File: src/rtl/xbr_pkg.sv
package xbr_pkg;

  // address space of the receive buffer
  localparam int unsigned ADDR_BITS   = 20;
  localparam int unsigned COUNT_BITS  = ADDR_BITS + 1;
  localparam int unsigned BLOCK_BYTES = 128;
  localparam int unsigned INDEX_BITS  = $clog2(BLOCK_BYTES);
  localparam int unsigned TICK_BITS   = 24;

  localparam logic [COUNT_BITS-1:0] SPAN_BYTES  = COUNT_BITS'(1) << ADDR_BITS;
  localparam logic [COUNT_BITS-1:0] BLOCK_COUNT = COUNT_BITS'(BLOCK_BYTES);
  localparam logic [INDEX_BITS-1:0] LAST_INDEX  = INDEX_BITS'(BLOCK_BYTES - 1);
  localparam logic [TICK_BITS-1:0]  NAK_INTERVAL_RESET = TICK_BITS'(200000);

  // protocol characters
  localparam logic [7:0] CH_SOH  = 8'h01;
  localparam logic [7:0] CH_EOT  = 8'h04;
  localparam logic [7:0] CH_ACK  = 8'h06;
  localparam logic [7:0] CH_NAK  = 8'h15;
  localparam logic [7:0] CH_CAN  = 8'h18;
  localparam logic [7:0] CPL_SUM = 8'hff;

  // input actions
  localparam logic ACT_BYTE = 1'b0;
  localparam logic ACT_TICK = 1'b1;

  // receiver phases
  localparam logic [2:0] PH_HEADER = 3'd0;
  localparam logic [2:0] PH_NUMBER = 3'd1;
  localparam logic [2:0] PH_COMPL  = 3'd2;
  localparam logic [2:0] PH_DATA   = 3'd3;
  localparam logic [2:0] PH_CHECK  = 3'd4;
  localparam logic [2:0] PH_DONE   = 3'd5;
  localparam logic [2:0] PH_CANCEL = 3'd6;
  localparam logic [2:0] PH_FAIL   = 3'd7;

  // transfer status codes
  localparam logic [1:0] ST_BUSY   = 2'd0;
  localparam logic [1:0] ST_DONE   = 2'd1;
  localparam logic [1:0] ST_CANCEL = 2'd2;
  localparam logic [1:0] ST_FAIL   = 2'd3;

  typedef struct packed {
    logic                  action;
    logic [7:0]            rx_byte;
  } item_t;

  typedef struct packed {
    logic                  send_valid;
    logic [7:0]            send_byte;
    logic                  write_valid;
    logic [ADDR_BITS-1:0]  write_addr;
    logic [7:0]            write_data;
    logic [1:0]            status;
    logic [COUNT_BITS-1:0] byte_count;
  } result_t;

endpackage

File: src/rtl/xmodem_block_receiver.sv
// XMODEM receiver (8-bit additive checksum). Each input transaction is a received
// byte (action 0) or an idle poll tick (action 1), and each one yields exactly one
// result transaction carrying the response byte to send (ACK/NAK), an optional
// buffer write (address = accepted bytes + index in block), the transfer status
// and the running count of accepted bytes. Before the first SOH a NAK is emitted
// every nak_interval idle ticks; nak_interval is written through cfg_we_i and
// cfg_wdata_i, and the user must write it only while the block is idle; the block
// itself does not enforce this. The design is two registers deep: an input
// register and a result register with the protocol state updated in between.
// One transaction is taken every cycle as long as the result side is not stalled.
// in_stall_o only rises when both registers are full and out_stall_i holds the
// result. After done, cancel or failure every input is consumed and the final
// status is repeated until reset.
module xmodem_block_receiver (
  input  logic                               clk_i,
  input  logic                               rst_ni,
  // configuration
  input  logic                               cfg_we_i,
  input  logic [xbr_pkg::TICK_BITS-1:0]      cfg_wdata_i,
  // input channel
  input  logic                               in_valid_i,
  output logic                               in_stall_o,
  input  logic                               action_i,
  input  logic [7:0]                         rx_byte_i,
  // result channel
  output logic                               out_valid_o,
  input  logic                               out_stall_i,
  output logic                               send_valid_o,
  output logic [7:0]                         send_byte_o,
  output logic                               write_valid_o,
  output logic [xbr_pkg::ADDR_BITS-1:0]      write_addr_o,
  output logic [7:0]                         write_data_o,
  output logic [1:0]                         status_o,
  output logic [xbr_pkg::COUNT_BITS-1:0]     byte_count_o
);

  xbr_pkg::item_t   in_item;
  xbr_pkg::item_t   stage_item;
  xbr_pkg::result_t core_res;
  xbr_pkg::result_t out_res;
  logic             stage_vld;
  logic             out_ready;
  logic             fire;

  assign in_item.action  = action_i;
  assign in_item.rx_byte = rx_byte_i;

  // the input register moves on when the result register has room
  assign fire       = stage_vld && out_ready;
  assign in_stall_o = stage_vld && !out_ready;

  xbr_in_stage u_in_stage (
    .clk_i      (clk_i),
    .rst_ni     (rst_ni),
    .in_valid_i (in_valid_i),
    .in_stall_i (in_stall_o),
    .in_item_i  (in_item),
    .take_i     (fire),
    .vld_o      (stage_vld),
    .item_o     (stage_item)
  );

  // protocol state and the per-transaction decision
  xbr_core u_core (
    .clk_i       (clk_i),
    .rst_ni      (rst_ni),
    .cfg_we_i    (cfg_we_i),
    .cfg_wdata_i (cfg_wdata_i),
    .fire_i      (fire),
    .item_i      (stage_item),
    .result_o    (core_res)
  );

  xbr_out_stage u_out_stage (
    .clk_i       (clk_i),
    .rst_ni      (rst_ni),
    .load_i      (fire),
    .result_i    (core_res),
    .out_stall_i (out_stall_i),
    .out_valid_o (out_valid_o),
    .ready_o     (out_ready),
    .result_o    (out_res)
  );

  assign send_valid_o  = out_res.send_valid;
  assign send_byte_o   = out_res.send_byte;
  assign write_valid_o = out_res.write_valid;
  assign write_addr_o  = out_res.write_addr;
  assign write_data_o  = out_res.write_data;
  assign status_o      = out_res.status;
  assign byte_count_o  = out_res.byte_count;

  // a response is only ever ACK or NAK
  assert property (@(posedge clk_i) disable iff (!rst_ni)
    out_valid_o && send_valid_o |->
      send_byte_o == xbr_pkg::CH_ACK || send_byte_o == xbr_pkg::CH_NAK)
    else $error("response byte is neither ACK nor NAK");

  // a data write never comes with a response
  assert property (@(posedge clk_i) disable iff (!rst_ni)
    out_valid_o |-> !(write_valid_o && send_valid_o))
    else $error("write and response in one result");

  // writes only happen while the transfer is running
  assert property (@(posedge clk_i) disable iff (!rst_ni)
    out_valid_o && write_valid_o |-> status_o == xbr_pkg::ST_BUSY)
    else $error("write after the transfer finished");

  // the input side stalls only when the result register is held
  assert property (@(posedge clk_i) disable iff (!rst_ni)
    in_stall_o |-> out_valid_o && out_stall_i)
    else $error("input stalled without a held result");

endmodule

File: src/rtl/xbr_in_stage.sv
module xbr_in_stage (
  input  logic          clk_i,
  input  logic          rst_ni,
  input  logic          in_valid_i,
  input  logic          in_stall_i,
  input  xbr_pkg::item_t in_item_i,
  input  logic          take_i,
  output logic          vld_o,
  output xbr_pkg::item_t item_o
);

  logic           vld_q, vld_d;
  xbr_pkg::item_t item_q;
  logic           load;

  assign load = in_valid_i && !in_stall_i;

  always_comb begin
    vld_d = vld_q;
    if (load) begin
      vld_d = 1'b1;
    end else if (take_i) begin
      vld_d = 1'b0;
    end
  end

  always_ff @(posedge clk_i or negedge rst_ni) begin
    if (!rst_ni) begin
      vld_q <= 1'b0;
    end else begin
      vld_q <= vld_d;
    end
  end

  always_ff @(posedge clk_i) begin
    if (load) begin
      item_q <= in_item_i;
    end
  end

  assign vld_o  = vld_q;
  assign item_o = item_q;

endmodule

File: src/rtl/xbr_core.sv
module xbr_core (
  input  logic                         clk_i,
  input  logic                         rst_ni,
  input  logic                         cfg_we_i,
  input  logic [xbr_pkg::TICK_BITS-1:0] cfg_wdata_i,
  input  logic                         fire_i,
  input  xbr_pkg::item_t               item_i,
  output xbr_pkg::result_t             result_o
);

  logic [2:0]                        phase_q, phase_d;
  logic [7:0]                        exp_blk_q, exp_blk_d;
  logic                              got_first_q, got_first_d;
  logic [7:0]                        rcv_blk_q, rcv_blk_d;
  logic [xbr_pkg::INDEX_BITS-1:0]    index_q, index_d;
  logic [7:0]                        sum_q, sum_d;
  logic [xbr_pkg::COUNT_BITS-1:0]    accepted_q, accepted_d;
  logic [xbr_pkg::TICK_BITS-1:0]     ticks_q, ticks_d;
  logic [xbr_pkg::TICK_BITS-1:0]     interval_q;
  logic [xbr_pkg::TICK_BITS-1:0]     ticks_inc;
  logic [xbr_pkg::COUNT_BITS:0]      block_end;
  xbr_pkg::result_t                  res;

  assign ticks_inc = ticks_q + xbr_pkg::TICK_BITS'(1);
  assign block_end = {1'b0, accepted_q} + {1'b0, xbr_pkg::BLOCK_COUNT};

  always_comb begin
    phase_d     = phase_q;
    exp_blk_d   = exp_blk_q;
    got_first_d = got_first_q;
    rcv_blk_d   = rcv_blk_q;
    index_d     = index_q;
    sum_d       = sum_q;
    accepted_d  = accepted_q;
    ticks_d     = ticks_q;
    res         = '0;

    if (phase_q == xbr_pkg::PH_DONE || phase_q == xbr_pkg::PH_CANCEL ||
        phase_q == xbr_pkg::PH_FAIL) begin
      // finished: hold everything
    end else if (item_i.action == xbr_pkg::ACT_TICK) begin
      if (phase_q == xbr_pkg::PH_HEADER && !got_first_q) begin
        ticks_d = ticks_inc;
        if (ticks_inc >= interval_q) begin
          ticks_d       = '0;
          res.send_valid = 1'b1;
          res.send_byte  = xbr_pkg::CH_NAK;
        end
      end
    end else begin
      ticks_d = '0;
      case (phase_q)
        xbr_pkg::PH_HEADER: begin
          if (item_i.rx_byte == xbr_pkg::CH_EOT) begin
            res.send_valid = 1'b1;
            res.send_byte  = xbr_pkg::CH_ACK;
            phase_d        = xbr_pkg::PH_DONE;
          end else if (item_i.rx_byte == xbr_pkg::CH_CAN) begin
            phase_d = xbr_pkg::PH_CANCEL;
          end else if (item_i.rx_byte == xbr_pkg::CH_SOH) begin
            got_first_d = 1'b1;
            if (block_end > {1'b0, xbr_pkg::SPAN_BYTES}) begin
              phase_d = xbr_pkg::PH_FAIL;
            end else begin
              phase_d = xbr_pkg::PH_NUMBER;
            end
          end else if (got_first_q) begin
            phase_d = xbr_pkg::PH_FAIL;
          end
        end
        xbr_pkg::PH_NUMBER: begin
          rcv_blk_d = item_i.rx_byte;
          if (item_i.rx_byte != exp_blk_q) begin
            res.send_valid = 1'b1;
            res.send_byte  = xbr_pkg::CH_NAK;
            phase_d        = xbr_pkg::PH_HEADER;
          end else begin
            phase_d = xbr_pkg::PH_COMPL;
          end
        end
        xbr_pkg::PH_COMPL: begin
          if ((rcv_blk_q ^ item_i.rx_byte) != xbr_pkg::CPL_SUM) begin
            res.send_valid = 1'b1;
            res.send_byte  = xbr_pkg::CH_NAK;
            phase_d        = xbr_pkg::PH_HEADER;
          end else begin
            index_d = '0;
            sum_d   = '0;
            phase_d = xbr_pkg::PH_DATA;
          end
        end
        xbr_pkg::PH_DATA: begin
          res.write_valid = 1'b1;
          res.write_addr  = xbr_pkg::ADDR_BITS'(accepted_q +
                            xbr_pkg::COUNT_BITS'(index_q));
          res.write_data  = item_i.rx_byte;
          sum_d           = sum_q + item_i.rx_byte;
          if (index_q == xbr_pkg::LAST_INDEX) begin
            index_d = '0;
            phase_d = xbr_pkg::PH_CHECK;
          end else begin
            index_d = index_q + xbr_pkg::INDEX_BITS'(1);
          end
        end
        xbr_pkg::PH_CHECK: begin
          res.send_valid = 1'b1;
          if (sum_q == item_i.rx_byte) begin
            res.send_byte = xbr_pkg::CH_ACK;
            exp_blk_d     = exp_blk_q + 8'd1;
            accepted_d    = accepted_q + xbr_pkg::BLOCK_COUNT;
          end else begin
            res.send_byte = xbr_pkg::CH_NAK;
          end
          sum_d   = '0;
          phase_d = xbr_pkg::PH_HEADER;
        end
        default: begin
          phase_d = phase_q;
        end
      endcase
    end

    case (phase_d)
      xbr_pkg::PH_DONE:   res.status = xbr_pkg::ST_DONE;
      xbr_pkg::PH_CANCEL: res.status = xbr_pkg::ST_CANCEL;
      xbr_pkg::PH_FAIL:   res.status = xbr_pkg::ST_FAIL;
      default:            res.status = xbr_pkg::ST_BUSY;
    endcase
    res.byte_count = accepted_d;
  end

  always_ff @(posedge clk_i or negedge rst_ni) begin
    if (!rst_ni) begin
      phase_q     <= xbr_pkg::PH_HEADER;
      exp_blk_q   <= 8'd1;
      got_first_q <= 1'b0;
      rcv_blk_q   <= '0;
      index_q     <= '0;
      sum_q       <= '0;
      accepted_q  <= '0;
      ticks_q     <= '0;
      interval_q  <= xbr_pkg::NAK_INTERVAL_RESET;
    end else begin
      if (cfg_we_i) begin
        interval_q <= cfg_wdata_i;
      end
      if (fire_i) begin
        phase_q     <= phase_d;
        exp_blk_q   <= exp_blk_d;
        got_first_q <= got_first_d;
        rcv_blk_q   <= rcv_blk_d;
        index_q     <= index_d;
        sum_q       <= sum_d;
        accepted_q  <= accepted_d;
        ticks_q     <= ticks_d;
      end
    end
  end

  assign result_o = res;

endmodule

File: src/rtl/xbr_out_stage.sv
module xbr_out_stage (
  input  logic             clk_i,
  input  logic             rst_ni,
  input  logic             load_i,
  input  xbr_pkg::result_t result_i,
  input  logic             out_stall_i,
  output logic             out_valid_o,
  output logic             ready_o,
  output xbr_pkg::result_t result_o
);

  logic             vld_q, vld_d;
  xbr_pkg::result_t res_q;

  // room when empty or the held result leaves this cycle
  assign ready_o = !vld_q || !out_stall_i;

  always_comb begin
    vld_d = vld_q;
    if (load_i) begin
      vld_d = 1'b1;
    end else if (!out_stall_i) begin
      vld_d = 1'b0;
    end
  end

  always_ff @(posedge clk_i or negedge rst_ni) begin
    if (!rst_ni) begin
      vld_q <= 1'b0;
    end else begin
      vld_q <= vld_d;
    end
  end

  always_ff @(posedge clk_i) begin
    if (load_i) begin
      res_q <= result_i;
    end
  end

  assign out_valid_o = vld_q;
  assign result_o    = res_q;

endmodule

File: config.mk
export PLATFORM = sky130hd
export DESIGN_NAME = xmodem_block_receiver
export DESIGN_NICKNAME = d
export VERILOG_FILES = /design/src/rtl/xbr_pkg.sv /design/src/rtl/xmodem_block_receiver.sv /design/src/rtl/xbr_in_stage.sv /design/src/rtl/xbr_core.sv /design/src/rtl/xbr_out_stage.sv
export SDC_FILE = /design/constraint.sdc
export NUM_CORES = 1
export LEC_CHECK = 0
export ABC_AREA = 1
export BUFFER_PORTS_ARGS = -buffer_cell sky130_fd_sc_hd__buf_2
export CAP_MARGIN = 20
export CORE_MARGIN = 2
export CORE_UTILIZATION = 50
export CTS_CLUSTER_SIZE = 24
export DETAILED_ROUTE_END_ITERATION = 7
export GPL_TIMING_DRIVEN = 0
export HOLD_SLACK_MARGIN = 0.12
export PLACE_DENSITY = 0.68
export SYNTH_ARGS = -nofsm -noshare
export SYNTH_HDL_FRONTEND = slang
export SYNTH_HIERARCHICAL = 1
export SYNTH_SLANG_ARGS = --single-unit
File: constraint.sdc
create_clock -name clk_i -period 3.9 [get_ports clk_i]
set_input_delay 1.17 -clock clk_i [delete_from_list [all_inputs] [get_ports clk_i]]
set_output_delay 1.17 -clock clk_i [all_outputs]
set_load 0.03 [all_outputs]
==> results of run 1 <==
per-stage QoR:
stage | setup slack, ns | TNS (ns) | area [µm²] | instances | power [mW]
floorplan | 0.398 | 0 | 8890 | 993 | 4.35
global placement | -0.542 | -16.38 | 9660 | 1317 | 5.00
detailed placement | -0.192 | -0.350 | 9710 | 1319 | 5.05
CTS | 0.0209 | 0 | 10400 | 1351 | 6.94
global route | -0.0312 | -0.0533 | 10400 | 1351 | 7.32
finish | 0.198 | 0 | 10400 | 1351 | 6.86
timing repair:
| item | in CTS | in global routing |
|---|---|---|
| cloned | 0 | 0 |
| setup buffers | 0 | 0 |
| pin swaps | 0 | 1 |
| endpoints found under the hold margin | 0 | 0 |
| gates resized for setup | 5 | 7 |
| endpoints found under the setup margin | 4 | 4 |
state kept, by name (all words and copies together) (netlist names):
| register | flops |
|---|---|
| u_out_stage/out_valid_o | 1 |
| u_in_stage/vld_o | 1 |
| u_core/sum_q | 8 |
| u_core/exp_blk_q | 8 |
| u_core/phase_q | 3 |
| u_core/rcv_blk_q | 8 |
| u_core/ticks_q | 24 |
| u_core/accepted_q | 14 |
| u_in_stage/item_o | 9 |
| u_out_stage/result_o | 61 |
| u_core/got_first_q | 1 |
| u_core/index_q | 7 |
| u_core/interval_q | 24 |
power groups by stage:
stage                     Clock [mW]  Sequential (mW)  Combinational [mW]
after global routing            1.98             2.73                2.61
after floorplan                    0             3.20                1.15
after CTS                       1.91             2.68                2.35
after detailed placement           0             2.71                2.34
final                           1.86             2.68                2.33
after global placement             0             2.71                2.28
synthesized netlist by cell type, types with 2 or more instances:
cell	number	area [µm²]
clkbuf_1	16	60.1
edfxtp_1	70	2100
o22ai_1	12	75.1
inv_1	143	537
xnor2_1	6	52.6
nand2_1	196	736
o21bai_1	2	15.0
buf_1	2	7.51
nor2_2	11	68.8
nand4_1	14	87.6
buf_2	3	15.0
nor2_1	68	255
nor3_1	44	220
o21ai_0	82	410
o31ai_1	3	22.5
dfrtp_1	92	2300
o21ai_1	5	25.0
or2_2	2	12.5
nand3_2	3	30.0
nor4_2	2	25.0
nand3_1	40	200
nor2_4	3	33.8
nor4_1	6	37.5
ha_1	35	438
mux2_2	2	22.5
dfstp_2	7	184
and3_1	2	12.5
inv_2	4	15.0
nor3_2	3	30.0
a21oi_1	28	140
xor2_1	37	324
o21a_1	3	22.5
buf_4	13	97.6
nand2_2	6	37.5
per-layer routing:
layer | global-route usage, % | routed length [µm] | up-vias
met1 | 28.8 | 8640 | 3237
li1 | - | - | 3478
met3 | 4.81 | 812 | 31
met4 | 7.33 | 468 | 0
met2 | 37.3 | 9620 | 148
met5 | 0 | 0 | -
final cells by class:
cell class | count | area (µm²)
Timing Repair Buffer | 101 | 546
Clock buffer | 20 | 457
Sequential cell | 169 | 4590
Tap cell | 225 | 282
Inverter | 149 | 564
Buffer | 35 | 191
Clock inverter | 12 | 196
Fill cell | 1546 | 6880
Multi-Input combinational cell | 640 | 3590
kinds of logic after synthesis:
| group | Yosys count | synth area share, % |
|---|---|---|
| other | 1 | 0.0424 |
| muxes | 2 | 0.255 |
| and+or+nand+nor | 406 | 21.2 |
| DFF | 169 | 51.9 |
| AOI/OAI and AO/OA | 142 | 8.68 |
| adders and majority gates | 36 | 5.18 |
| xor gates and xnor gates | 43 | 4.26 |
| buffers and inverters | 184 | 8.50 |
worst min-delay path, cell delays in order, from the launching register on:
cell,delay (ns)
dfstp_2,0.36
inv_1,0.06
o21ai_0,0.07
worst min path at each step:
stage / from / to / slack (ns) / depth (start not counted)
after global placement: u_core/sum_q[2] / u_core/sum_q[2] / 0.48 / 1
final: u_core/interval_q[17] / u_core/interval_q[17] / 0.50 / 2
after floorplan: u_core/interval_q[10] / u_core/interval_q[10] / 0.47 / 2
after global routing: u_core/interval_q[16] / u_core/interval_q[16] / 0.53 / 2
after CTS: u_core/interval_q[17] / u_core/interval_q[17] / 0.50 / 2
after detailed placement: u_core/interval_q[17] / u_core/interval_q[17] / 0.49 / 2
==> key figures, run 1 <==
Floorplanning
  – Row count: 48
  – Core Area: between 0.015 and 0.02 mm²
  – Starting Density: between 50 and 60%
  – Die Y: between 100 and 150 µm
  – Width of the chip: 137 µm
  – I/O pin cnt: between 100 and 150
  – Die area: 0.0188 mm²

Drt
  – Wirelength, routed: slightly below 20,000 µm
  – Vias/cell: 5.10
  – Initial DRC count: ~430
  – TritonRoute pass-1 iters: 5
  – DRC: 0
  – WL per Instance: between 10 and 15 µm
  – Vias: 6,894
  – Detail Route Antenna Nets: 0

GRT
  – Vias in the first global route: just under 7,000
  – Remaining Overflow, GRT: 0
  – Initial antenna violation count: 0
  – Largest net degree at the start of global routing: 67
  – Total GRT Usage: between 20 and 25%
  – First-pass GRT wire length: 32,600 µm

Place
  – Dpl hpwl: between 10,000 and 15,000 µm
  – Placer congestion estimate: a little under 0.9
  – IO Port Bufs: 99

Clocking
  – Clock Sinks: about 170
  – CTS H-tree lvls: 4
  – Skew-Pair Late Insertion Delay: approximately 0.42 ns
  – Reg clk slew, reported paths: 0.06 ns
  – Root Buffer: clkbuf_16
  – Clock Path Buffers: 2
  – Num CTS Buffers: 17
  – CTS tree: done
  – Hold buffer count at cts: 0

Yosys
  – Async S/R FF share, synth: 58.6%
  – EDFF count, synth: 70
  – Yosys reg bits: around 170
  – Yosys warning total: 6
  – Post-Syn Area: around 0.0088 mm²
  – Cell variety after synth: 52
  – Top_reg_cell synth: dfrtp_1
  – Sequential element share of the synthesized area: 51.9%
  – Synth Instances: between 900 and 1,000
  – Synth Area per Inst: ~9 µm²

Layout
  – Most frequent cells in the layout: 195 x nand2_1, 142 x inv_1, 101 x buf_2, 92 x dfrtp_1, 81 x o21ai_0
  – Nets: about 1,200
  – Area grow syn2layout: 17.7%
  – Final Util: ~60%
  – Commonest non-fill, non-tap cell in the layout: nand2_1
  – Total inserted antenna cells: 0
  – Layout cells sized above 1: 18.3%

Timing
  – Final Max Tran Viols: 0
  – Slew @ Worst Pin: between 0.7 and 0.8 ns
  – Worst slew margin: a little over half
  – # setup viols final: 0
  – Final min period: ~3.7 ns
  – Max Freq: 270 MHz
  – Fin crit share: a little over nine tenths
  – Hold Fails Final Rpt: 0
  – Clock skew: roughly 0.0078 ns
  – Hold WS: a little under 0.5 ns

Worst setup path
  – Crit-path leading delay family: simple AND/OR/NAND/NOR gates
  – Crit path max fanout: 7
  – R2r endpoint: u_out_stage/result_o[56]
  – Reg2Reg Setup Slack: roughly 0.20 ns
  – Crit path launch: u_core/ticks_q[0]
  – R2r worst-path depth: 19
  – Crit-path cells: ha_1 -> nand2_1 -> nor2_4 -> nand3_2 -> nor2_4 -> nand4_4 -> nor3_4 -> nand4_1 -> xor2_1 -> inv_1 -> ha_1 -> nand4_1 -> inv_1 -> a21oi_1 -> and3_2 -> nand2_2 -> o21ai_2 -> nor2_2 -> buf_4
  – WS Path Type: flip-flop to flip-flop
  – Critical Path End Type: flip-flop
  – Critical path startpoint category: flip-flop
  – Worst path required time: slightly above 4 ns
  – CP Buf/Inv Count: 3
  – Critical Path End: u_out_stage/result_o[56]
  – CP max-delay cell: dfrtp_1
  – Critical path depth in cells: 19
  – Crit path arrival time: about 4 ns
  – Largest stage delay on the critical path: 0.41 ns
  – Reg2Reg Launch Point: u_core/ticks_q[0]

Run status
  – Outcome: complete, no violations

Power
  – VDD IR max: 0.499 mV
  – Clock share of power: between 20% and 30%
  – Int Pwr: around 4.3 mW
  – Combinational power share: about a third
  – PD cells: around 660 mW/mm²
  – Switching Fraction: 38.0%
  – Flop pwr share: between 30% and 40%
  – Psw: approximately 2.6 mW
  – Leakage: ~5 nW

Min path
  – Worst min path class: flip-flop to flip-flop

Flow run
  – Max_cap viols: 0
(Power assumes the default switching activity.)
==> run 2: changes to the inputs <==
--- a/config.mk
+++ b/config.mk
@@ -14,6 +14,7 @@
 export DETAILED_ROUTE_END_ITERATION = 7
 export GPL_TIMING_DRIVEN = 0
 export HOLD_SLACK_MARGIN = 0.12
+export MAX_ROUTING_LAYER = met4
 export PLACE_DENSITY = 0.68
 export SYNTH_ARGS = -nofsm -noshare
 export SYNTH_HDL_FRONTEND = slang
==> key figures, run 2 (synthesis gave the netlist of run 1 again) <==
Run status
  – Outcome: complete, no violations

Clocking
  – CTS tree: done
  – Num CTS Buffers: 17
  – Clock Path Buffers: 2
  – Reg clk slew, reported paths: 0.06 ns
  – CTS H-tree lvls: 4
  – Skew-Pair Late Insertion Delay: about 0.43 ns
  – Clock Sinks: ~170
  – Root Buffer: clkbuf_16

Layout
  – Layout cells sized above 1: between 10% and 20%
  – Commonest non-fill, non-tap cell in the layout: nand2_1
  – Most frequent cells in the layout: 195 x nand2_1, 142 x inv_1, 101 x buf_2, 92 x dfrtp_1, 81 x o21ai_0
  – Total inserted antenna cells: 0
  – Area grow syn2layout: 17.7%
  – Fillers: 1,546
  – Nets: about 1,200
  – Max FFs per register: between 60 and 70

Timing
  – Final Max Tran Viols: 0
  – Worst slew margin: a little over half
  – Final min period: 3.69 ns
  – Slew @ Worst Pin: slightly above 0.7 ns
  – Hold Fails Final Rpt: 0
  – Hold WS: approximately 0.50 ns
  – # setup viols final: 0
  – Max Freq: between 200 and 300 MHz
  – Total negative slack: 0 ns
  – Clock skew: 0.00891 ns
  – Fin crit share: 94.7%
  – Setup WS post-layout: 0.208 ns

GRT
  – Vias in the first global route: ~6,800
  – Initial antenna violation count: 0
  – Remaining Overflow, GRT: 0
  – Total GRT Usage: between 20 and 25%
  – Largest net degree at the start of global routing: 67
  – First-pass GRT wire length: between 30,000 and 40,000 µm

Worst setup path
  – CP max-delay cell: dfrtp_1
  – WS Path Type: flip-flop to flip-flop
  – Critical path startpoint category: flip-flop
  – Crit path arrival time: around 3.9 ns
  – Crit-path leading delay family: simple AND/OR/NAND/NOR gates
  – Critical path depth in cells: 19
  – Largest stage delay on the critical path: 0.41 ns
  – Crit path max fanout: 7
  – Crit-path cells: ha_1 -> nand2_1 -> nor2_4 -> nand3_2 -> nor2_4 -> nand4_4 -> nor3_4 -> nand4_1 -> xor2_1 -> inv_1 -> ha_1 -> nand4_1 -> inv_1 -> a21oi_1 -> and3_2 -> nand2_2 -> o21ai_2 -> nor2_2 -> buf_4
  – Worst path required time: slightly above 4 ns
  – CP Buf/Inv Count: 3
  – R2r worst-path depth: 19
  – Critical Path End Type: flip-flop

Place
  – Placer congestion estimate: 0.882
  – Place WS: -0.192 ns
  – IO Port Bufs: 99
  – Dpl hpwl: between 10,000 and 15,000 µm

Drt
  – DRC: 0
  – Vias: roughly 6,900
  – Detail Route Antenna Nets: 0
  – Vias/cell: between 5 and 6
  – Initial DRC count: between 400 and 500
  – TritonRoute pass-1 iters: 5
  – WL per Instance: between 10 and 15 µm
  – Wirelength, routed: roughly 20,000 µm

Min path
  – Worst Hold Depth: 2
  – Worst min path class: flip-flop to flip-flop

Floorplanning
  – Die Y: 137 µm
  – Row count: 48
  – Core Area: about 0.017 mm²
  – Starting Density: approximately half
  – Width of the chip: between 100 and 150 µm
  – I/O pin cnt: 101
  – Die area: roughly 0.019 mm²

Flow run
  – Max_cap viols: 0

Power
  – Leakage: about 5 nW
  – Total chip power: a little under 7 mW
  – PD cells: around 660 mW/mm²
  – VDD IR max: 0.500 mV
-- run 2: repair_timing --
item,4_1_cts,5_1_grt
resized for setup,5,7
hold buffers,0,0
setup buffers,0,0
setup endpoints to repair,4,4
pin swaps,0,1
-- run 2: tightest hold or removal path: stages (launching register included) --
cell and delay (ns):
dfstp_2 0.36, inv_1 0.06, o21ai_0 0.07
-- run 2: per-stage QoR --
step,area [µm²],utilization (%),std cells
finish,10400,60.2,1351
global route,10400,60.2,1351
CTS,10400,60.0,1351
detailed placement,9710,56.2,1319
global placement,9660,55.9,1317
floorplan,8890,-,993
-- run 2: power breakdown --
group          internal (mW)  switching [mW]
logic                  0.651            1.68
clock network           1.17           0.690
registers               2.44           0.243
-- run 2: worst paths after layout --
check | start | end | slack, ns
min in group asynchronous | rst_ni | u_core/interval_q[21] | 0.71
setup reg to reg | u_core/ticks_q[0] | u_out_stage/result_o[56] | 0.21
hold reg to reg | u_core/interval_q[17] | u_core/interval_q[17] | 0.50
setup / recovery | u_core/ticks_q[0] | u_out_stage/result_o[56] | 0.21
max in group asynchronous | rst_ni | u_core/exp_blk_q[0] | 2.47
hold / removal | u_core/interval_q[17] | u_core/interval_q[17] | 0.50
-- run 2: metal layers --
metal	share of wire (%)	global-route usage, %	up-vias
met5	0	-	-
met4	2.5	7.33	0
met3	4.0	4.81	37
met2	49	37.3	154
met1	45	29.0	3236
li1	-	-	3480
-- run 2: area by class of cell --
type / count / area (µm²) / area share, %
flip-flops and latches: 169 / 4590 / 44.1
multi-input cells: 640 / 3590 / 34.5
inverters: 149 / 564 / 5.42
repair buffers: 101 / 546 / 5.24
clock buffers: 20 / 457 / 4.38
well taps: 225 / 282 / 2.70
clock inverters: 12 / 196 / 1.89
plain buffers: 35 / 191 / 1.84
